`src/design/pid_filtered_derivative_assert.svh`:
```
// Assertion macros for the PID controller with filtered derivative.
`ifndef PID_FILTERED_DERIVATIVE_ASSERT_SVH
`define PID_FILTERED_DERIVATIVE_ASSERT_SVH
`ifndef SYNTHESIS
`define PFD_ASSERT_IMPL(lbl, clk, rst_n, ante, cons, msg) \
	lbl: assert property (@(posedge clk) disable iff (!rst_n) (ante) |-> (cons)) else $error(msg);
`define PFD_ASSERT_NEXT(lbl, clk, rst_n, ante, cons, msg) \
	lbl: assert property (@(posedge clk) disable iff (!rst_n) (ante) |=> (cons)) else $error(msg);
`else
`define PFD_ASSERT_IMPL(lbl, clk, rst_n, ante, cons, msg)
`define PFD_ASSERT_NEXT(lbl, clk, rst_n, ante, cons, msg)
`endif
`endif

```
`src/design/pidfd_pkg.sv`:
```
// Shared types and constants of the PID controller with filtered derivative.
`default_nettype none
package pidfd_pkg;
	localparam int DATA_WIDTH_DEF = 32;
	localparam int FRAC_BITS = 16;

	localparam logic [2:0] REG_KP = 3'd0;
	localparam logic [2:0] REG_KI = 3'd1;
	localparam logic [2:0] REG_KD = 3'd2;
	localparam logic [2:0] REG_IMAX = 3'd3;
	localparam logic [2:0] REG_TAU = 3'd4;

	typedef enum logic [1:0] {
		FUNC_PID = 2'd0,
		FUNC_PI  = 2'd1,
		FUNC_CLR = 2'd2
	} func_t;

	typedef enum logic [2:0] {
		ST_IDLE, ST_DECODE, ST_ISSUE, ST_WAIT, ST_FINISH
	} state_t;

	typedef enum logic [2:0] {
		STEP_P, STEP_I1, STEP_I2, STEP_D1, STEP_D2, STEP_D3, STEP_D4
	} step_t;

	typedef enum logic {
		OP_MUL, OP_DIV
	} mdu_op_t;

	typedef struct packed {
		logic  load;
		logic  issue;
		logic  capture;
		logic  finish;
		step_t step;
	} cmd_t;

	typedef struct packed {
		func_t func;
		logic  i_en;
		logic  d_en;
		logic  mdu_done;
		logic  out_free;
	} stat_t;
endpackage
`default_nettype wire

```
`src/design/pidfd_regs.sv`:
```
// APB configuration registers: gains, integrator limit and filter time constant.
`default_nettype none
module pidfd_regs #(
	parameter int DATA_WIDTH = pidfd_pkg::DATA_WIDTH_DEF,
	parameter int PDW = (DATA_WIDTH - 1 > 32) ? 64 : 32,
	parameter int PAW = (DATA_WIDTH - 1 > 32) ? 6 : 5
) (
	input  wire logic                  clk,
	input  wire logic                  arst_n,
	input  wire logic                  psel,
	input  wire logic                  penable,
	input  wire logic                  pwrite,
	input  wire logic [PAW-1:0]        paddr,
	input  wire logic [PDW-1:0]        pwdata,
	output logic      [PDW-1:0]        prdata,
	output logic                       pready,
	output logic      [DATA_WIDTH-2:0] kp,
	output logic      [DATA_WIDTH-2:0] ki,
	output logic      [DATA_WIDTH-2:0] kd,
	output logic      [DATA_WIDTH-2:0] imax,
	output logic      [DATA_WIDTH-2:0] tau
);
	import pidfd_pkg::*;

	localparam int SH = PAW - 3;

	logic [2:0] idx;
	logic       wr;

	assign pready = 1'b1;
	assign idx = paddr[PAW-1:SH];
	assign wr = psel & penable & pwrite & pready;

	always_ff @(posedge clk or negedge arst_n) begin
		if (!arst_n) begin
			kp <= '0;
			ki <= '0;
			kd <= '0;
			imax <= '0;
			tau <= '0;
		end else if (wr) begin
			unique case (idx)
				REG_KP: kp <= pwdata[DATA_WIDTH-2:0];
				REG_KI: ki <= pwdata[DATA_WIDTH-2:0];
				REG_KD: kd <= pwdata[DATA_WIDTH-2:0];
				REG_IMAX: imax <= pwdata[DATA_WIDTH-2:0];
				REG_TAU: tau <= pwdata[DATA_WIDTH-2:0];
				default: ;
			endcase
		end
	end

	always_comb begin
		unique case (idx)
			REG_KP: prdata = PDW'(kp);
			REG_KI: prdata = PDW'(ki);
			REG_KD: prdata = PDW'(kd);
			REG_IMAX: prdata = PDW'(imax);
			REG_TAU: prdata = PDW'(tau);
			default: prdata = '0;
		endcase
	end
endmodule
`default_nettype wire

```
`src/design/pidfd_mdu.sv`:
```
// Shared radix-2 multiply and restoring divide unit, one bit per cycle.
`default_nettype none
module pidfd_mdu #(
	parameter int OW = pidfd_pkg::DATA_WIDTH_DEF + pidfd_pkg::FRAC_BITS
) (
	input  wire logic               clk,
	input  wire logic               arst_n,
	input  wire logic               start,
	input  wire pidfd_pkg::mdu_op_t op,
	input  wire logic [OW-1:0]      a,
	input  wire logic [OW-1:0]      b,
	output logic      [2*OW-1:0]    res,
	output logic                    done
);
	import pidfd_pkg::*;

	localparam int CW = $clog2(OW);

	logic            busy_q;
	logic            done_q;
	logic [CW-1:0]   cnt_q;
	mdu_op_t         op_q;
	logic [OW-1:0]   opnd_q;
	logic [2*OW-1:0] acc_q;
	logic [OW:0]     msum;
	logic [OW:0]     dsh;
	logic [OW:0]     ddif;
	logic            dbit;

	// multiply: add into upper half, shift right; divide: shift left, trial subtract
	assign msum = {1'b0, acc_q[2*OW-1:OW]} + (acc_q[0] ? {1'b0, opnd_q} : '0);
	assign dsh = {acc_q[2*OW-1:OW], acc_q[OW-1]};
	assign ddif = dsh - {1'b0, opnd_q};
	assign dbit = (dsh >= {1'b0, opnd_q});

	always_ff @(posedge clk or negedge arst_n) begin
		if (!arst_n) begin
			busy_q <= 1'b0;
			done_q <= 1'b0;
			cnt_q <= '0;
			op_q <= OP_MUL;
		end else begin
			done_q <= 1'b0;
			if (start) begin
				busy_q <= 1'b1;
				cnt_q <= '0;
				op_q <= op;
			end else if (busy_q) begin
				cnt_q <= cnt_q + 1'b1;
				if (cnt_q == CW'(OW - 1)) begin
					busy_q <= 1'b0;
					done_q <= 1'b1;
				end
			end
		end
	end

	always_ff @(posedge clk) begin
		if (start) begin
			acc_q <= {{OW{1'b0}}, (op == OP_MUL) ? b : a};
			opnd_q <= (op == OP_MUL) ? a : b;
		end else if (busy_q) begin
			if (op_q == OP_MUL) begin
				acc_q <= {msum, acc_q[OW-1:1]};
			end else begin
				acc_q <= {dbit ? ddif[OW-1:0] : dsh[OW-1:0], acc_q[OW-2:0], dbit};
			end
		end
	end

	assign res = acc_q;
	assign done = done_q;

	`include "pid_filtered_derivative_assert.svh"
	`PFD_ASSERT_NEXT(a_start_busy, clk, arst_n, start, busy_q, "unit not busy after start")
	`PFD_ASSERT_IMPL(a_done_idle, clk, arst_n, done_q, !busy_q && !start, "done while busy")
endmodule
`default_nettype wire

```
`src/design/pidfd_dp.sv`:
```
// Datapath: operand selection, result truncation and saturation, loop state and output register.
`default_nettype none
module pidfd_dp #(
	parameter int DATA_WIDTH = pidfd_pkg::DATA_WIDTH_DEF,
	parameter int ITW = ((2 * DATA_WIDTH - 1 + 7) / 8) * 8,
	parameter int OTW = ((DATA_WIDTH + 7) / 8) * 8
) (
	input  wire logic                  clk,
	input  wire logic                  arst_n,
	input  wire logic [ITW-1:0]        s_tdata,
	input  wire logic [1:0]            s_tuser,
	output logic      [OTW-1:0]        m_tdata,
	output logic                       m_tuser,
	output logic                       m_tvalid,
	input  wire logic                  m_tready,
	input  wire logic [DATA_WIDTH-2:0] kp,
	input  wire logic [DATA_WIDTH-2:0] ki,
	input  wire logic [DATA_WIDTH-2:0] kd,
	input  wire logic [DATA_WIDTH-2:0] imax,
	input  wire logic [DATA_WIDTH-2:0] tau,
	input  wire pidfd_pkg::cmd_t       cmd,
	output pidfd_pkg::stat_t           stat
);
	import pidfd_pkg::*;

	localparam int W = DATA_WIDTH;
	localparam int OW = W + FRAC_BITS;
	localparam int PW = 2 * OW;

	func_t         func_q;
	logic [W-1:0]  err_q, p_q, i_q, d_q, t_q, raw_q;
	logic [W-2:0]  dt_q;
	logic [FRAC_BITS:0] alpha_q;
	logic          flag_q;
	logic [W-1:0]  isum_q, perr_q, prate_q;
	logic          m_tvalid_q;
	logic [W-1:0]  drive_q;
	logic          sat_q;

	logic [W:0]    diff_w, rd_w;
	logic          diff_f;
	logic [W-1:0]  diff_c;
	logic [W-1:0]  mag_err, mag_t, mag_diff, mag_rate;
	logic [W:0]    mag_rd;
	logic [OW-1:0] op_a, op_b;
	mdu_op_t       op_sel;
	logic          neg_c;
	logic [PW-1:0] res, src;
	logic          mdu_done;
	logic [W:0]    fmv;
	logic signed [W:0] acc, lim, acc_cl;
	logic signed [W+1:0] sum;
	logic          sum_ovf;
	logic [W-1:0]  drive_c;

	function automatic logic [W:0] fm(input logic [PW-1:0] mg, input logic neg);
		logic [PW-1:0] cap;
		logic [W-1:0]  v;
		logic          f;
		cap = neg ? (PW'(1) << (W - 1)) : ((PW'(1) << (W - 1)) - PW'(1));
		f = (mg > cap);
		v = f ? cap[W-1:0] : mg[W-1:0];
		if (neg) v = -v;
		return {f, v};
	endfunction

	// error difference, saturated to the word
	assign diff_w = {err_q[W-1], err_q} - {perr_q[W-1], perr_q};
	assign diff_f = (diff_w[W] != diff_w[W-1]);
	assign diff_c = diff_f ? {diff_w[W], {(W-1){~diff_w[W]}}} : diff_w[W-1:0];
	assign rd_w = {raw_q[W-1], raw_q} - {prate_q[W-1], prate_q};

	assign mag_err = err_q[W-1] ? -err_q : err_q;
	assign mag_t = t_q[W-1] ? -t_q : t_q;
	assign mag_diff = diff_c[W-1] ? -diff_c : diff_c;
	assign mag_rate = prate_q[W-1] ? -prate_q : prate_q;
	assign mag_rd = rd_w[W] ? -rd_w : rd_w;

	always_comb begin
		op_a = '0;
		op_b = '0;
		op_sel = OP_MUL;
		neg_c = 1'b0;
		unique case (cmd.step)
			STEP_P: begin
				op_a = OW'(mag_err);
				op_b = OW'(kp);
				neg_c = err_q[W-1];
			end
			STEP_I1: begin
				op_a = OW'(mag_err);
				op_b = OW'(ki);
				neg_c = err_q[W-1];
			end
			STEP_I2: begin
				op_a = OW'(mag_t);
				op_b = OW'(dt_q);
				neg_c = t_q[W-1];
			end
			STEP_D1: begin
				op_a = {mag_diff, {FRAC_BITS{1'b0}}};
				op_b = OW'(dt_q);
				op_sel = OP_DIV;
				neg_c = diff_c[W-1];
			end
			STEP_D2: begin
				op_a = OW'({dt_q, {FRAC_BITS{1'b0}}});
				op_b = OW'({1'b0, tau} + {1'b0, dt_q});
				op_sel = OP_DIV;
			end
			STEP_D3: begin
				op_a = OW'(alpha_q);
				op_b = OW'(mag_rd);
				neg_c = rd_w[W];
			end
			STEP_D4: begin
				op_a = OW'(kd);
				op_b = OW'(mag_rate);
				neg_c = prate_q[W-1];
			end
			default: ;
		endcase
	end

	pidfd_mdu #(.OW(OW)) u_mdu (
		.clk(clk),
		.arst_n(arst_n),
		.start(cmd.issue),
		.op(op_sel),
		.a(op_a),
		.b(op_b),
		.res(res),
		.done(mdu_done)
	);

	// quotients are taken whole, products drop the fraction bits
	assign src = (op_sel == OP_DIV) ? PW'(res[OW-1:0]) : (res >> FRAC_BITS);
	assign fmv = fm(src, neg_c);

	assign acc = (W+1)'($signed(fmv[W-1:0])) + (W+1)'($signed(isum_q));
	assign lim = $signed({2'b00, imax});
	always_comb begin
		acc_cl = acc;
		if (acc > lim) acc_cl = lim;
		if (acc < -lim) acc_cl = -lim;
	end

	assign sum = (W+2)'($signed(p_q)) + (W+2)'($signed(i_q)) + (W+2)'($signed(d_q));
	assign sum_ovf = !((sum[W+1:W-1] == 3'b000) || (sum[W+1:W-1] == 3'b111));
	assign drive_c = sum_ovf ? {sum[W+1], {(W-1){~sum[W+1]}}} : sum[W-1:0];

	always_ff @(posedge clk or negedge arst_n) begin
		if (!arst_n) begin
			isum_q <= '0;
			perr_q <= '0;
			prate_q <= '0;
			m_tvalid_q <= 1'b0;
		end else begin
			if (cmd.finish) m_tvalid_q <= 1'b1;
			else if (m_tready) m_tvalid_q <= 1'b0;
			if (cmd.finish) begin
				if (func_q == FUNC_CLR) isum_q <= '0;
			end
			if (cmd.capture) begin
				if (cmd.step == STEP_I2) isum_q <= acc_cl[W-1:0];
				if (cmd.step == STEP_D3) begin
					prate_q <= prate_q + fmv[W-1:0];
					perr_q <= err_q;
				end
			end
		end
	end

	always_ff @(posedge clk) begin
		if (cmd.load) begin
			err_q <= s_tdata[W-1:0];
			dt_q <= s_tdata[2*W-2:W];
			func_q <= func_t'(s_tuser);
			p_q <= '0;
			i_q <= '0;
			d_q <= '0;
			flag_q <= 1'b0;
		end
		if (cmd.capture) begin
			unique case (cmd.step)
				STEP_P: p_q <= fmv[W-1:0];
				STEP_I1: t_q <= fmv[W-1:0];
				STEP_I2: i_q <= acc_cl[W-1:0];
				STEP_D1: raw_q <= fmv[W-1:0];
				STEP_D2: alpha_q <= res[FRAC_BITS:0];
				STEP_D3: ;
				STEP_D4: d_q <= fmv[W-1:0];
				default: ;
			endcase
			if (cmd.step != STEP_D2) flag_q <= flag_q | fmv[W] | ((cmd.step == STEP_D1) & diff_f);
		end
		if (cmd.finish) begin
			drive_q <= drive_c;
			sat_q <= flag_q | sum_ovf;
		end
	end

	assign stat.func = func_q;
	assign stat.i_en = (ki != '0) && (dt_q != '0);
	assign stat.d_en = (func_q == FUNC_PID) && (kd != '0) && (dt_q != '0);
	assign stat.mdu_done = mdu_done;
	assign stat.out_free = !m_tvalid_q || m_tready;

	assign m_tvalid = m_tvalid_q;
	assign m_tdata = OTW'(drive_q);
	assign m_tuser = sat_q;
endmodule
`default_nettype wire

```
`src/design/pidfd_ctrl.sv`:
```
// Controller: sequences the P, I and D steps over the shared arithmetic unit.
`default_nettype none
module pidfd_ctrl (
	input  wire logic             clk,
	input  wire logic             arst_n,
	input  wire logic             s_tvalid,
	output logic                  s_tready,
	input  wire pidfd_pkg::stat_t stat,
	output pidfd_pkg::cmd_t       cmd
);
	import pidfd_pkg::*;

	state_t state_q, state_n;
	step_t  step_q, step_n;

	always_ff @(posedge clk or negedge arst_n) begin
		if (!arst_n) begin
			state_q <= ST_IDLE;
			step_q <= STEP_P;
		end else begin
			state_q <= state_n;
			step_q <= step_n;
		end
	end

	always_comb begin
		state_n = state_q;
		step_n = step_q;
		s_tready = 1'b0;
		cmd = '{load: 1'b0, issue: 1'b0, capture: 1'b0, finish: 1'b0, step: step_q};
		unique case (state_q)
			ST_IDLE: begin
				s_tready = 1'b1;
				if (s_tvalid) begin
					cmd.load = 1'b1;
					state_n = ST_DECODE;
				end
			end
			ST_DECODE: begin
				step_n = STEP_P;
				if (stat.func == FUNC_PID || stat.func == FUNC_PI) state_n = ST_ISSUE;
				else state_n = ST_FINISH;
			end
			ST_ISSUE: begin
				cmd.issue = 1'b1;
				state_n = ST_WAIT;
			end
			ST_WAIT: begin
				if (stat.mdu_done) begin
					cmd.capture = 1'b1;
					state_n = ST_ISSUE;
					unique case (step_q)
						STEP_P: begin
							if (stat.i_en) step_n = STEP_I1;
							else if (stat.d_en) step_n = STEP_D1;
							else state_n = ST_FINISH;
						end
						STEP_I1: step_n = STEP_I2;
						STEP_I2: begin
							if (stat.d_en) step_n = STEP_D1;
							else state_n = ST_FINISH;
						end
						STEP_D1: step_n = STEP_D2;
						STEP_D2: step_n = STEP_D3;
						STEP_D3: step_n = STEP_D4;
						STEP_D4: state_n = ST_FINISH;
						default: state_n = ST_FINISH;
					endcase
				end
			end
			ST_FINISH: begin
				// hold until the output register is free
				if (stat.out_free) begin
					cmd.finish = 1'b1;
					state_n = ST_IDLE;
				end
			end
			default: state_n = ST_IDLE;
		endcase
	end

	`include "pid_filtered_derivative_assert.svh"
	`PFD_ASSERT_NEXT(a_issue_once, clk, arst_n, cmd.issue, !cmd.issue, "issue held two cycles")
	`PFD_ASSERT_IMPL(a_done_in_wait, clk, arst_n, stat.mdu_done, state_q == ST_WAIT, "done outside wait")
	`PFD_ASSERT_NEXT(a_one_item, clk, arst_n, s_tvalid && s_tready, !s_tready, "second transaction taken")
endmodule
`default_nettype wire

```
`src/design/pid_filtered_derivative.sv`:
```
// From the accepting edge, the controller decodes the function and runs the P, I and D steps
// (PI skips the D steps, the reset op runs none), then registers the result and raises m_tvalid.
// Each multiply or divide runs as issue, busy in the shared unit, then capture.
// Throughput: one transaction at a time; the next is taken the cycle after the result is
// registered, even while that result still waits on the output side.
// Reset: arst_n clears registers, integrator and derivative state, and the controller.
`default_nettype none
module pid_filtered_derivative #(
	parameter int DATA_WIDTH = pidfd_pkg::DATA_WIDTH_DEF,
	parameter int ITW = ((2 * DATA_WIDTH - 1 + 7) / 8) * 8,
	parameter int OTW = ((DATA_WIDTH + 7) / 8) * 8,
	parameter int PDW = (DATA_WIDTH - 1 > 32) ? 64 : 32,
	parameter int PAW = (DATA_WIDTH - 1 > 32) ? 6 : 5
) (
	input  wire logic           clk,
	input  wire logic           arst_n,
	input  wire logic           s_tvalid,
	output logic                s_tready,
	input  wire logic [ITW-1:0] s_tdata,  // error, dt, zero pad
	input  wire logic [1:0]     s_tuser,  // func
	output logic                m_tvalid,
	input  wire logic           m_tready,
	output logic      [OTW-1:0] m_tdata,  // drive, zero pad
	output logic                m_tuser,  // saturated
	input  wire logic           psel,
	input  wire logic           penable,
	input  wire logic           pwrite,
	input  wire logic [PAW-1:0] paddr,
	input  wire logic [PDW-1:0] pwdata,
	output logic      [PDW-1:0] prdata,
	output logic                pready
);
	import pidfd_pkg::*;

	logic [DATA_WIDTH-2:0] kp, ki, kd, imax, tau;
	cmd_t  cmd;
	stat_t stat;

	pidfd_regs #(.DATA_WIDTH(DATA_WIDTH), .PDW(PDW), .PAW(PAW)) u_regs (
		.clk(clk), .arst_n(arst_n),
		.psel(psel), .penable(penable), .pwrite(pwrite), .paddr(paddr),
		.pwdata(pwdata), .prdata(prdata), .pready(pready),
		.kp(kp), .ki(ki), .kd(kd), .imax(imax), .tau(tau)
	);

	pidfd_ctrl u_ctrl (
		.clk(clk), .arst_n(arst_n),
		.s_tvalid(s_tvalid), .s_tready(s_tready),
		.stat(stat), .cmd(cmd)
	);

	pidfd_dp #(.DATA_WIDTH(DATA_WIDTH), .ITW(ITW), .OTW(OTW)) u_dp (
		.clk(clk), .arst_n(arst_n),
		.s_tdata(s_tdata), .s_tuser(s_tuser),
		.m_tdata(m_tdata), .m_tuser(m_tuser), .m_tvalid(m_tvalid), .m_tready(m_tready),
		.kp(kp), .ki(ki), .kd(kd), .imax(imax), .tau(tau),
		.cmd(cmd), .stat(stat)
	);
endmodule
`default_nettype wire
```
`config.mk`:
```
export PLATFORM = sky130hd
export DESIGN_NAME = pid_filtered_derivative
export DESIGN_NICKNAME = d
export VERILOG_FILES = /design/src/design/pidfd_pkg.sv /design/src/design/pidfd_regs.sv /design/src/design/pidfd_mdu.sv /design/src/design/pidfd_dp.sv /design/src/design/pidfd_ctrl.sv /design/src/design/pid_filtered_derivative.sv
export VERILOG_INCLUDE_DIRS = /design/src /design/src/design
export SDC_FILE = /design/constraint.sdc
export NUM_CORES = 2
export LEC_CHECK = 0
export BUFFER_PORTS_ARGS = -buffer_cell sky130_fd_sc_hd__buf_2
export CELL_PAD_IN_SITES_DETAIL_PLACEMENT = 0
export CELL_PAD_IN_SITES_GLOBAL_PLACEMENT = 1
export CORE_MARGIN = 2
export CORE_UTILIZATION = 35
export DETAILED_ROUTE_END_ITERATION = 10
export PLACE_DENSITY = 0.6
export SYNTH_ARGS = -nofsm -noshare
export SYNTH_HDL_FRONTEND = slang
export SYNTH_SLANG_ARGS = --single-unit
```
`constraint.sdc`:
```
create_clock -name clk -period 12 [get_ports clk]
set_clock_uncertainty 0.1 [all_clocks]
set_input_delay 0.6 -clock clk [delete_from_list [all_inputs] [get_ports clk]]
set_output_delay 0.6 -clock clk [all_outputs]
set_load 0.05 [all_outputs]
```
==> results_dict.tcl <==
set metrics [dict create \
    worstPathArrival_ps 12540 \
    io_buffers 171 \
    maxCapViolations 0 \
    outcome "finished, final reports clean" \
    cts_tree "done" \
    cp.required_ps 12560 \
    synthDistinctLibCells 101 \
    grt_pass1_vias 48887 \
    yosysWarnings 0 \
    hpwl_um 183000 \
    synthCells 6063 \
    synth_top_area_share_pct 15.4 \
    rsz0062_at_grt "yes" \
    area_growth_pct 20.7 \
    setup.worst_path.class "flip-flop to flip-flop" \
    synthTopCellsByArea "edfxtp_1 (15%), dfrtp_1 (12%), ha_1 (9.0%)" \
    synth_area_per_cell_um2 8.82 \
    clkPwrFrac_pct 18.4 \
    synth-edff-count 275 \
    finalSetupViolations 0 \
    slew-limit-headroom_pct 3.39 \
    grt_usage_pct 29.4 \
    synth-seq-area-share_pct 33.4 \
    instances_no_fill 8727 \
    syn_area_mm2 0.0535 \
    place.gp.congestion 0.987 \
    grt_overflow_total 0 \
    die_h_um 395 \
    p_comb_share_pct 56.6 \
    fillCellCount 15139 \
    p_leak_uw 0.0271 \
    std_cell_rows 143 \
    drt-vias-per-instance 5.83 \
    htreeDepth 3 \
    yosys_register_bits 687 \
    tightest_slew_ps 1450 \
    grt_max_degree 77 \
    start_util_pct 35.2 \
    slowest_delay_ps 470 \
    dieWidth_um 395 \
    worstPathMaxFanout 7 \
    clk_pin_slew_ps 70 \
    drc 0 \
    num_antenna_cells 0 \
    finalCoreUtilization_pct 42.5 \
    first_pass_iters 9 \
    ant_nets 0 \
    ys.flop_type "edfxtp_1" \
    final_nets 7155 \
    cts_sinks 687 \
    sw_frac_of_total_pct 45.3 \
    vdd_drop_max_mv 0.191 \
    io_pins 178 \
    p_sw_uw 7020 \
    drive_gt1_share_pct 18.8 \
    worst_setup_path_end_kind "flip-flop" \
    finalMaxSlewViolations 0 \
    p_int_uw 8480 \
    die_area_mm2 0.156 \
    grt_first_pass_wirelength_um 342000 \
    hold_viol 0 \
    synth_largest_area_cell "edfxtp_1" \
    wirelength_um 237000 \
    power.density_mw_per_mm2 240 \
    pwr-share-seq_pct 25.0 \
    cts_buffers 88 \
    insertion_delay_ps 730 \
    holdCritPathClass "primary input to flip-flop" \
    antenna_found_initial 2 \
    wire_per_inst_um 27.2 \
    period_share_pct 99.9 \
    clk_path_buf_depth 3 \
    fmax_ghz 0.0834 \
    cp_slowest_cell "or4b_4" \
    coreArea_mm2 0.152 \
    dp_cells 8449 \
    start_kind "flip-flop" \
    fin_crit_ps 11990 \
    cts-root-buf "clkbuf_16" \
    async_flop_share_pct 38.9 \
    drtIter0Drc 4442 \
    dr_total_vias 50874 \
]
[kinds of logic (layout without fill, tap and decap cells)]
logic type	Yosys count	after routing	synth area share [%]
and+or+nand+nor	1683	1683	15.2
adders and majority gates	424	424	10.5
xor gates and xnor gates	385	385	6.31
DFF	687	687	33.4
muxes	359	359	7.22
other	2	18	0.0140
AOI/OAI and AO/OA	1922	1924	23.1
buffers and inverters	601	1217	4.33
[final timing paths]
kind | start | end | slack, ps | depth (start not counted)
worst min register to register | u_dp.p_q[0]$_DFF_P_ | u_dp.p_q[0]$_DFF_P_ | 380 | 2
worst max register to register | u_dp.err_q[4]$_DFFE_PP_ | u_dp.isum_q[7]$_DFF_PN0_ | 10 | 64
max in group asynchronous | arst_n | u_regs.tau[0]$_DFFE_PN0P_ | 8570 | 5
worst min-delay path | pwdata[21] | u_regs.tau[21]$_DFFE_PN0P_ | 80 | 2
min in group asynchronous | arst_n | u_dp.perr_q[10]$_DFFE_PN0P_ | 320 | 2
worst max-delay path | u_dp.err_q[4]$_DFFE_PP_ | u_dp.isum_q[7]$_DFF_PN0_ | 10 | 64
[registers in the layout, summed over array words and instances, names as in the netlist, 32 cells and up]
signal,flops
u_dp.u_mdu.res,96
u_dp.u_mdu.opnd_q,48
u_dp.d_q,32
u_dp.err_q,32
u_dp.i_q,32
u_dp.isum_q,32
u_dp.m_tdata,32
u_dp.p_q,32
u_dp.perr_q,32
u_dp.prate_q,32
u_dp.raw_q,32
u_dp.t_q,32
[Yosys cell counts, types with 84 or more instances]
cell and n:
o211ai_1 88, ha_1 384, o21ai_0 507, xor2_1 144
clkbuf_1 228, mux2_2 205, xnor2_1 241, nor2_1 396
nand2_1 474, a21o_1 153, a22oi_1 84, dfrtp_1 267
nor3_1 111, nand3_1 184, a21oi_1 443, inv_1 312
dfxtp_1 145, mux2i_1 152, edfxtp_1 275
[per-layer routing]
metal | routed length (um) | up-vias | share of wire, % | global-route usage, %
met5 | 12 | - | 0.0051 | 0
met4 | 13600 | 2 | 5.7 | 13.9
met3 | 12600 | 462 | 5.3 | 4.08
met2 | 108000 | 1623 | 46 | 47.7
met1 | 102000 | 25163 | 43 | 38.6
li1 | - | 23624 | - | -
[cell type report]
type                    instances  area (um^2)  area share (%)
clock buffers                 108         2350            3.64
clock inverters                58          708            1.10
inverters                     318         1210            1.88
multi-input cells            4793        34400            53.3
flip-flops and latches        687        17900            27.7
well taps                    2030         2540            3.93
repair buffers                733         5470            8.47
[stage by stage]
stage                     instance area (um^2)  total power [uW]  setup slack (ps)  hold slack, ps  setup TNS (ps)
after floorplan                          53700              8980              20.3             204               0
after global placement                   59500             12000              -642             355          -34790
after detailed placement                 59500             12000              -800             369          -43710
after CTS                                63600             15100              2.63            38.2               0
after global routing                     64600             16500              -494            74.4          -25900
final                                    64600             15500              12.1            76.1               0
[power groups by stage]
stage	sequential [uW]	combinational (uW)	clock [uW]
2_1_floorplan	3520	5450	0
3_3_place_gp	3890	8150	0
3_5_place_dp	3890	8140	0
4_1_cts	3850	8330	2900
5_1_grt	3910	9610	2990
6_report	3870	8770	2860
[critical path, delay by kind of cell, from the launching register on]
family          cells  cell delay (ps)
buf+inv            10             1480
fa+ha+maj           6             1410
xor+xnor            2              240
mux                 1              270
simple gates       13             2290
compound gates     32             5680
flops               1              410
[timing repair]
action	4_1_cts	5_1_grt
cloned	4	1
hold buffers	66	0
endpoints found under the hold margin	110	0
pin swaps	46	94
gates resized for setup	51	167
endpoints found under the setup margin	64	64
setup buffers	18	25
[cell usage in the layout (no fill, tap or decap), types with 237 or more instances in the layout]
cell	netlist	final
a21oi_1	443	429
dfrtp_1	267	262
edfxtp_1	275	275
ha_1	384	369
xnor2_1	241	237
buf_4	5	472
inv_1	312	302
o21ai_0	507	486
nor2_1	396	375
nand2_1	474	465
Power figures use the tool's default switching activity.
